File: src/design/fm_pkg.sv
package fm_pkg;
	localparam logic [31:0] QNAN_CODE    = 32'h7FF80001;
	localparam logic [31:0] INF_NAN_CODE = 32'h7F800001;
	localparam logic [31:0] INF_BITS     = 32'h7F800000;
	localparam logic [7:0]  EXP_MAX      = 8'hFF;
	localparam logic [9:0]  EXP_BIAS     = 10'd127;

	typedef struct packed {
		logic        special;
		logic [31:0] special_val;
		logic        sign;
		logic [9:0]  exp_sum;
	} fm_ctl_t;
endpackage

File: src/design/fm_cell.sv
module fm_cell #(
	parameter int BITS = 8
) (
	input  logic                clk,
	input  logic                arst_n,
	input  logic                vin,
	input  logic [47:0]         a_in,
	input  logic [23:0]         b_in,
	input  logic [47:0]         acc_in,
	input  fm_pkg::fm_ctl_t     ctl_in,
	output logic                vout,
	output logic [47:0]         a_out,
	output logic [23:0]         b_out,
	output logic [47:0]         acc_out,
	output fm_pkg::fm_ctl_t     ctl_out
);
	import fm_pkg::*;

	logic [BITS-1:0] digit;
	logic [47:0]     part;

	assign digit = b_in[BITS-1:0];
	assign part  = a_in * 48'(digit);

	always_ff @(posedge clk or negedge arst_n) begin
		if (!arst_n) begin
			vout <= 1'b0;
		end else begin
			vout <= vin;
		end
	end

	always_ff @(posedge clk) begin
		a_out   <= a_in << BITS;
		b_out   <= b_in >> BITS;
		acc_out <= acc_in + part;
		ctl_out <= ctl_in;
	end
endmodule

File: src/design/float32_multiplier.sv
// channel | valid       | payload
// input   | start&!busy | a_bits, b_bits
// output  | done        | product_bits
// One word accepted every cycle; busy is never raised.
// Pipeline: three cells of eight-bit partial product plus one output stage.
// Reset clears the valid chain only; results already in flight are dropped.
// The receiver cannot stall; each result shows for one cycle.
module float32_multiplier (
	input  logic        clk,
	input  logic        arst_n,
	input  logic        start,
	output logic        busy,
	input  logic [31:0] a_bits,
	input  logic [31:0] b_bits,
	output logic        done,
	output logic [31:0] product_bits
);
	import fm_pkg::*;

	localparam int NCELL = 3;

	logic        v   [NCELL+1];
	logic [47:0] ma  [NCELL+1];
	logic [23:0] mb  [NCELL+1];
	logic [47:0] acc [NCELL+1];
	fm_ctl_t     ctl [NCELL+1];

	logic [7:0]  ea, eb;
	logic [22:0] fa, fb;
	logic        sg;
	fm_ctl_t     c0;

	assign busy = 1'b0;
	assign ea = a_bits[30:23];
	assign eb = b_bits[30:23];
	assign fa = a_bits[22:0];
	assign fb = b_bits[22:0];
	assign sg = a_bits[31] ^ b_bits[31];

	always_comb begin
		c0.sign        = sg;
		c0.exp_sum     = {2'b0, ea} + {2'b0, eb};
		c0.special     = 1'b1;
		c0.special_val = {sg, 31'b0};
		if (ea == EXP_MAX && fa != 23'd0) begin
			c0.special_val = QNAN_CODE;
		end else if (eb == EXP_MAX && fb != 23'd0) begin
			c0.special_val = QNAN_CODE;
		end else if (ea == EXP_MAX) begin
			c0.special_val = (eb == 8'd0) ? INF_NAN_CODE : (INF_BITS | {sg, 31'b0});
		end else if (eb == EXP_MAX) begin
			c0.special_val = (ea == 8'd0) ? INF_NAN_CODE : (INF_BITS | {sg, 31'b0});
		end else if (ea == 8'd0 || eb == 8'd0) begin
			c0.special_val = {sg, 31'b0};
		end else begin
			c0.special = 1'b0;
		end
	end

	assign v[0]   = start;
	assign ma[0]  = {24'd0, 1'b1, fa};
	assign mb[0]  = {1'b1, fb};
	assign acc[0] = 48'd0;
	assign ctl[0] = c0;

	for (genvar i = 0; i < NCELL; i++) begin : g_cell
		fm_cell #(.BITS(8)) u_cell (
			.clk(clk), .arst_n(arst_n),
			.vin(v[i]), .a_in(ma[i]), .b_in(mb[i]), .acc_in(acc[i]), .ctl_in(ctl[i]),
			.vout(v[i+1]), .a_out(ma[i+1]), .b_out(mb[i+1]), .acc_out(acc[i+1]),
			.ctl_out(ctl[i+1])
		);
	end

	logic [24:0] prod;
	logic        norm;
	logic [22:0] mant;
	logic [9:0]  ex;
	logic [31:0] res;
	fm_ctl_t     cf;

	assign cf   = ctl[NCELL];
	assign prod = acc[NCELL][47:23];
	assign norm = prod[24];
	assign mant = norm ? prod[23:1] : prod[22:0];
	assign ex   = cf.exp_sum - EXP_BIAS + {9'd0, norm};

	always_comb begin
		if (cf.special) begin
			res = cf.special_val;
		end else if (cf.exp_sum + {9'd0, norm} <= EXP_BIAS) begin
			res = {cf.sign, 31'b0};
		end else if (ex >= 10'd255) begin
			res = INF_BITS | {cf.sign, 31'b0};
		end else begin
			res = {cf.sign, ex[7:0], mant};
		end
	end

	always_ff @(posedge clk or negedge arst_n) begin
		if (!arst_n) begin
			done <= 1'b0;
		end else begin
			done <= v[NCELL];
		end
	end

	always_ff @(posedge clk) begin
		product_bits <= res;
	end
endmodule

File: config.mk
export PLATFORM = sky130hd
export DESIGN_NAME = float32_multiplier
export DESIGN_NICKNAME = d
export VERILOG_FILES = /design/src/design/fm_pkg.sv /design/src/design/fm_cell.sv /design/src/design/float32_multiplier.sv
export SDC_FILE = /design/constraint.sdc
export NUM_CORES = 2
export LEC_CHECK = 0
export ABC_AREA = 1
export BUFFER_PORTS_ARGS = -buffer_cell sky130_fd_sc_hd__buf_2
export CAP_MARGIN = 20
export CORE_MARGIN = 2
export CORE_UTILIZATION = 30
export CTS_CLUSTER_DIAMETER = 80
export DETAILED_ROUTE_END_ITERATION = 16
export PLACE_DENSITY = 0.44
export SYNTH_ARGS = -nofsm -noshare
export SYNTH_HDL_FRONTEND = slang
export SYNTH_SLANG_ARGS = --single-unit
File: constraint.sdc
create_clock -name clk -period 6.16 [get_ports clk]
set_clock_uncertainty 0.15 [all_clocks]
set_input_delay 0.616 -clock clk [delete_from_list [all_inputs] [get_ports clk]]
set_output_delay 0.616 -clock clk [all_outputs]
set_load 0.05 [all_outputs]
==> summary.txt <==
Outcome
  – Run status: completed

Placed design
  – Dpl hpwl: approximately 69,000 µm
  – Port bufs: 99
  – Placed Instance Area: ~30,000 µm²
  – GPL Wtd Cong: roughly 0.87
  – Setup slack at placement: -10.9 ps
  – Dpl cells: 4,970

STA
  – Fin Hold WS: 52.5 ps
  – Worst Tran Pin Value: between 800 and 900 ps
  – Fmax: roughly 0.17 GHz
  – Final slew viol count: 0
  – Unrepaired setup endpoints after global routing: no
  – Setup WS post-layout: approximately 330 ps
  – Final setup violation count: 0
  – Fin. Hold Viols: 0
  – Min Clock Period, post-route: between 5000 and 6000 ps
  – Final worst-path cycle share: around 95%
  – Slew headroom: approximately two fifths

Synth
  – Synth Area per Inst: approximately 7.4 µm²
  – Mapped cell area: about 28,000 µm²
  – Yosys reg bits: approximately 220
  – Synth Flop Type: dfxtp_1
  – Number of synthesized flops with an enable pin: 0
  – Area contributors post-synth: fa_1 29%, dfxtp_1 16%, nand2_1 14%
  – Sequential area share after synthesis: between 10% and 20%
  – FFs w/ async S/R, synth: under 10%
  – Area leader, netlist: fa_1
  – Mapped Nets: about 4,400
  – Mapped Cells: approximately 3,700
  – Count of cell types in the netlist: 57
  – Yosys top cell area share: 28.7%
  – Syn. warnings: 0

Route
  – Iter 0 DRT Violations: 1,087
  – # DRC: 0
  – Drt wl/cell: about 16 µm
  – Total iterations of the first detailed-routing run: 7
  – Final ANT Viol Nets: 0
  – Vias per inst: 4.47
  – Via count: between 20,000 and 25,000
  – Routed wire length: approximately 82,000 µm

Worst setup path
  – CP Launch Type: flop
  – CP max FO: 9
  – Worst Path Required: about 6500 ps
  – Data arrival time of the critical path: roughly 6000 ps
  – Crit path capture type: flop
  – FF-to-FF End: g_cell[1].u_cell.acc_out[35]
  – Flop2flop setup slack: about 330 ps
  – Reg2reg path depth: 22
  – Crit path kind: flop to flop
  – Critical R2R Launch: g_cell[0].u_cell.a_out[22]

Flow run
  – MaxCap Viol Count: 0

Floorplan
  – Die area: 94,600 µm²
  – Chip height: between 300 and 400 µm
  – Rows: around 110
  – Initial Util: between 30% and 40%
  – Core area: 91,500 µm²
  – Boundary pin count: approximately 100
  – Die Width: 308 µm

Global routing
  – Grt ovf: 0
  – All-Layer GR Usage: 17.7%
  – Initial antenna violation count: 3
  – Vias in the first global route: ~24,000
  – Global-route wire length before repair: 132,000 µm
  – Largest net degree at the start of global routing: 26

Clocking
  – CTS tree: built
  – Worst-path clk slew: 60 ps
  – Clock sink count: between 200 and 250
  – CTS root buffer: clkbuf_16
  – H-tree depth: 1
  – Number of CTS-inserted buffers: 30
  – Clock buffer depth: 3
  – Skew-Pair Late Insertion Delay: between 500 and 600 ps

Hold path
  – Worst Hold Launch: b_bits[10]
  – Hold depth: 1
  – Type of the tightest min-delay check: primary input to flop
  – End of the worst hold path: g_cell[0].u_cell.b_out[2]

Cells and area
  – Most frequent cells in the layout: 1,022 x nand2_1, 929 x inv_1, 396 x fa_1
  – Final Cell Area: 31,200 µm²
  – Post-Layout Cell Count: 5,042
  – # fillers: around 9,900
  – Most common cell after layout, fill and taps aside: nand2_1
  – Final net count: 4,508
  – Share of cells above drive strength 1: under 10%
  – Area growth syn-to-layout: 12.7%
-- cells in the mapped netlist, drive strengths merged (4+ instances only) --
cell type	count
nand3b	6
o21ai	97
a21oi	139
nor3	30
a21boi	7
xor2	74
buf	19
a31oi	17
nor4	19
nor2	176
a21o	21
o21bai	14
inv	938
dfxtp	219
nand4	37
fa	396
clkbuf	95
nand2	1050
mux2i	4
xnor2	37
ha	214
o21a	5
nand3	80
dfrtp	4
-- sequential cells by signal (all words and copies together), names as in the netlist --
register / count
done: 1
g_cell.u_cell.vout: 3
product_bits: 32
g_cell.u_cell.ctl_out: 45
g_cell.u_cell.acc_out: 74
g_cell.u_cell.b_out: 22
g_cell.u_cell.a_out: 46
-- how the worst max path moves through the flow --
stage | startpoint | end | slack [ps] | cells past startpoint
5_1_grt | g_cell[0].u_cell.b_out[3] | g_cell[1].u_cell.acc_out[38] | 2 | 26
3_3_place_gp | g_cell[0].u_cell.b_out[4] | g_cell[1].u_cell.acc_out[39] | 30 | 27
2_1_floorplan | g_cell[1].u_cell.b_out[2] | g_cell[2].u_cell.acc_out[47] | 640 | 31
6_report | g_cell[0].u_cell.a_out[22] | g_cell[1].u_cell.acc_out[35] | 330 | 22
4_1_cts | g_cell[1].u_cell.b_out[4] | g_cell[2].u_cell.acc_out[47] | 10 | 25
3_5_place_dp | g_cell[0].u_cell.b_out[4] | g_cell[1].u_cell.acc_out[39] | -10 | 27
-- kinds of logic after synthesis --
| logic type | count (synthesis) | share of synthesized area (%) |
|---|---|---|
| AO/OA/AOI/OAI | 312 | 6.35 |
| XOR/XNOR | 111 | 3.51 |
| adder cells (fa/ha/maj) | 610 | 38.3 |
| buffers and inverters | 1052 | 14.4 |
| flip-flops | 223 | 16.2 |
| multiplexers | 5 | 0.185 |
| other | 1 | 0.0136 |
| AND/OR/NAND/NOR | 1407 | 21.0 |
-- critical path, cell delays in order, from the launching register on --
cell and delay (ps):
dfxtp_1 650, nand2_1 100, inv_1 90, fa_1 430
fa_1 570, fa_1 430, fa_1 450, ha_1 480
nand2_2 170, nor2_4 190, nand2_1 80, nand2_1 80
a31oi_1 60, xnor2_1 370, ha_1 360, nand2_1 230
o21ai_0 190, a21oi_1 200, nand3_2 130, nand3_2 110
nand2_2 60, nand3_1 60, nand2_1 50
-- metrics by stage --
stage	TNS, ps	utilization, %
after floorplan	0	-
after global placement	0	32.6
after detailed placement	-10.9	32.6
after CTS	0	33.9
after global routing	0	34.1
final	0	34.1
-- area by class of cell --
cell class | instances | area [µm²] | share of cell area [%]
multi-input combinational | 2446 | 19300 | 61.9
sequential | 223 | 4530 | 14.5
inverter | 938 | 3520 | 11.3
tap | 1186 | 1480 | 4.76
timing repair buffer | 192 | 1280 | 4.10
clock buffer | 35 | 800 | 2.56
clock inverter | 21 | 256 | 0.823
antenna | 1 | 2.50 | 0.00802
-- what timing repair did --
item	4_1_cts	5_1_grt
endpoints found under the hold margin	17	0
pin swaps	0	5
buffers inserted	0	1
hold buffers	14	0
resized for setup	1	53
endpoints found under the setup margin	2	26
-- metal layers --
| metal | vias to the layer above | share of wire, % | global-route usage, % |
|---|---|---|---|
| li1 | 11200 | - | - |
| met1 | 10800 | 45 | 22.6 |
| met2 | 383 | 50 | 32.6 |
| met3 | 97 | 3.0 | 1.31 |
| met4 | 0 | 2.1 | 3.73 |
| met5 | - | 0 | 0 |
Power is left out: the tool's default activity adds up to more than one toggle a clock period on the data nets, which glitch-free logic cannot reach.
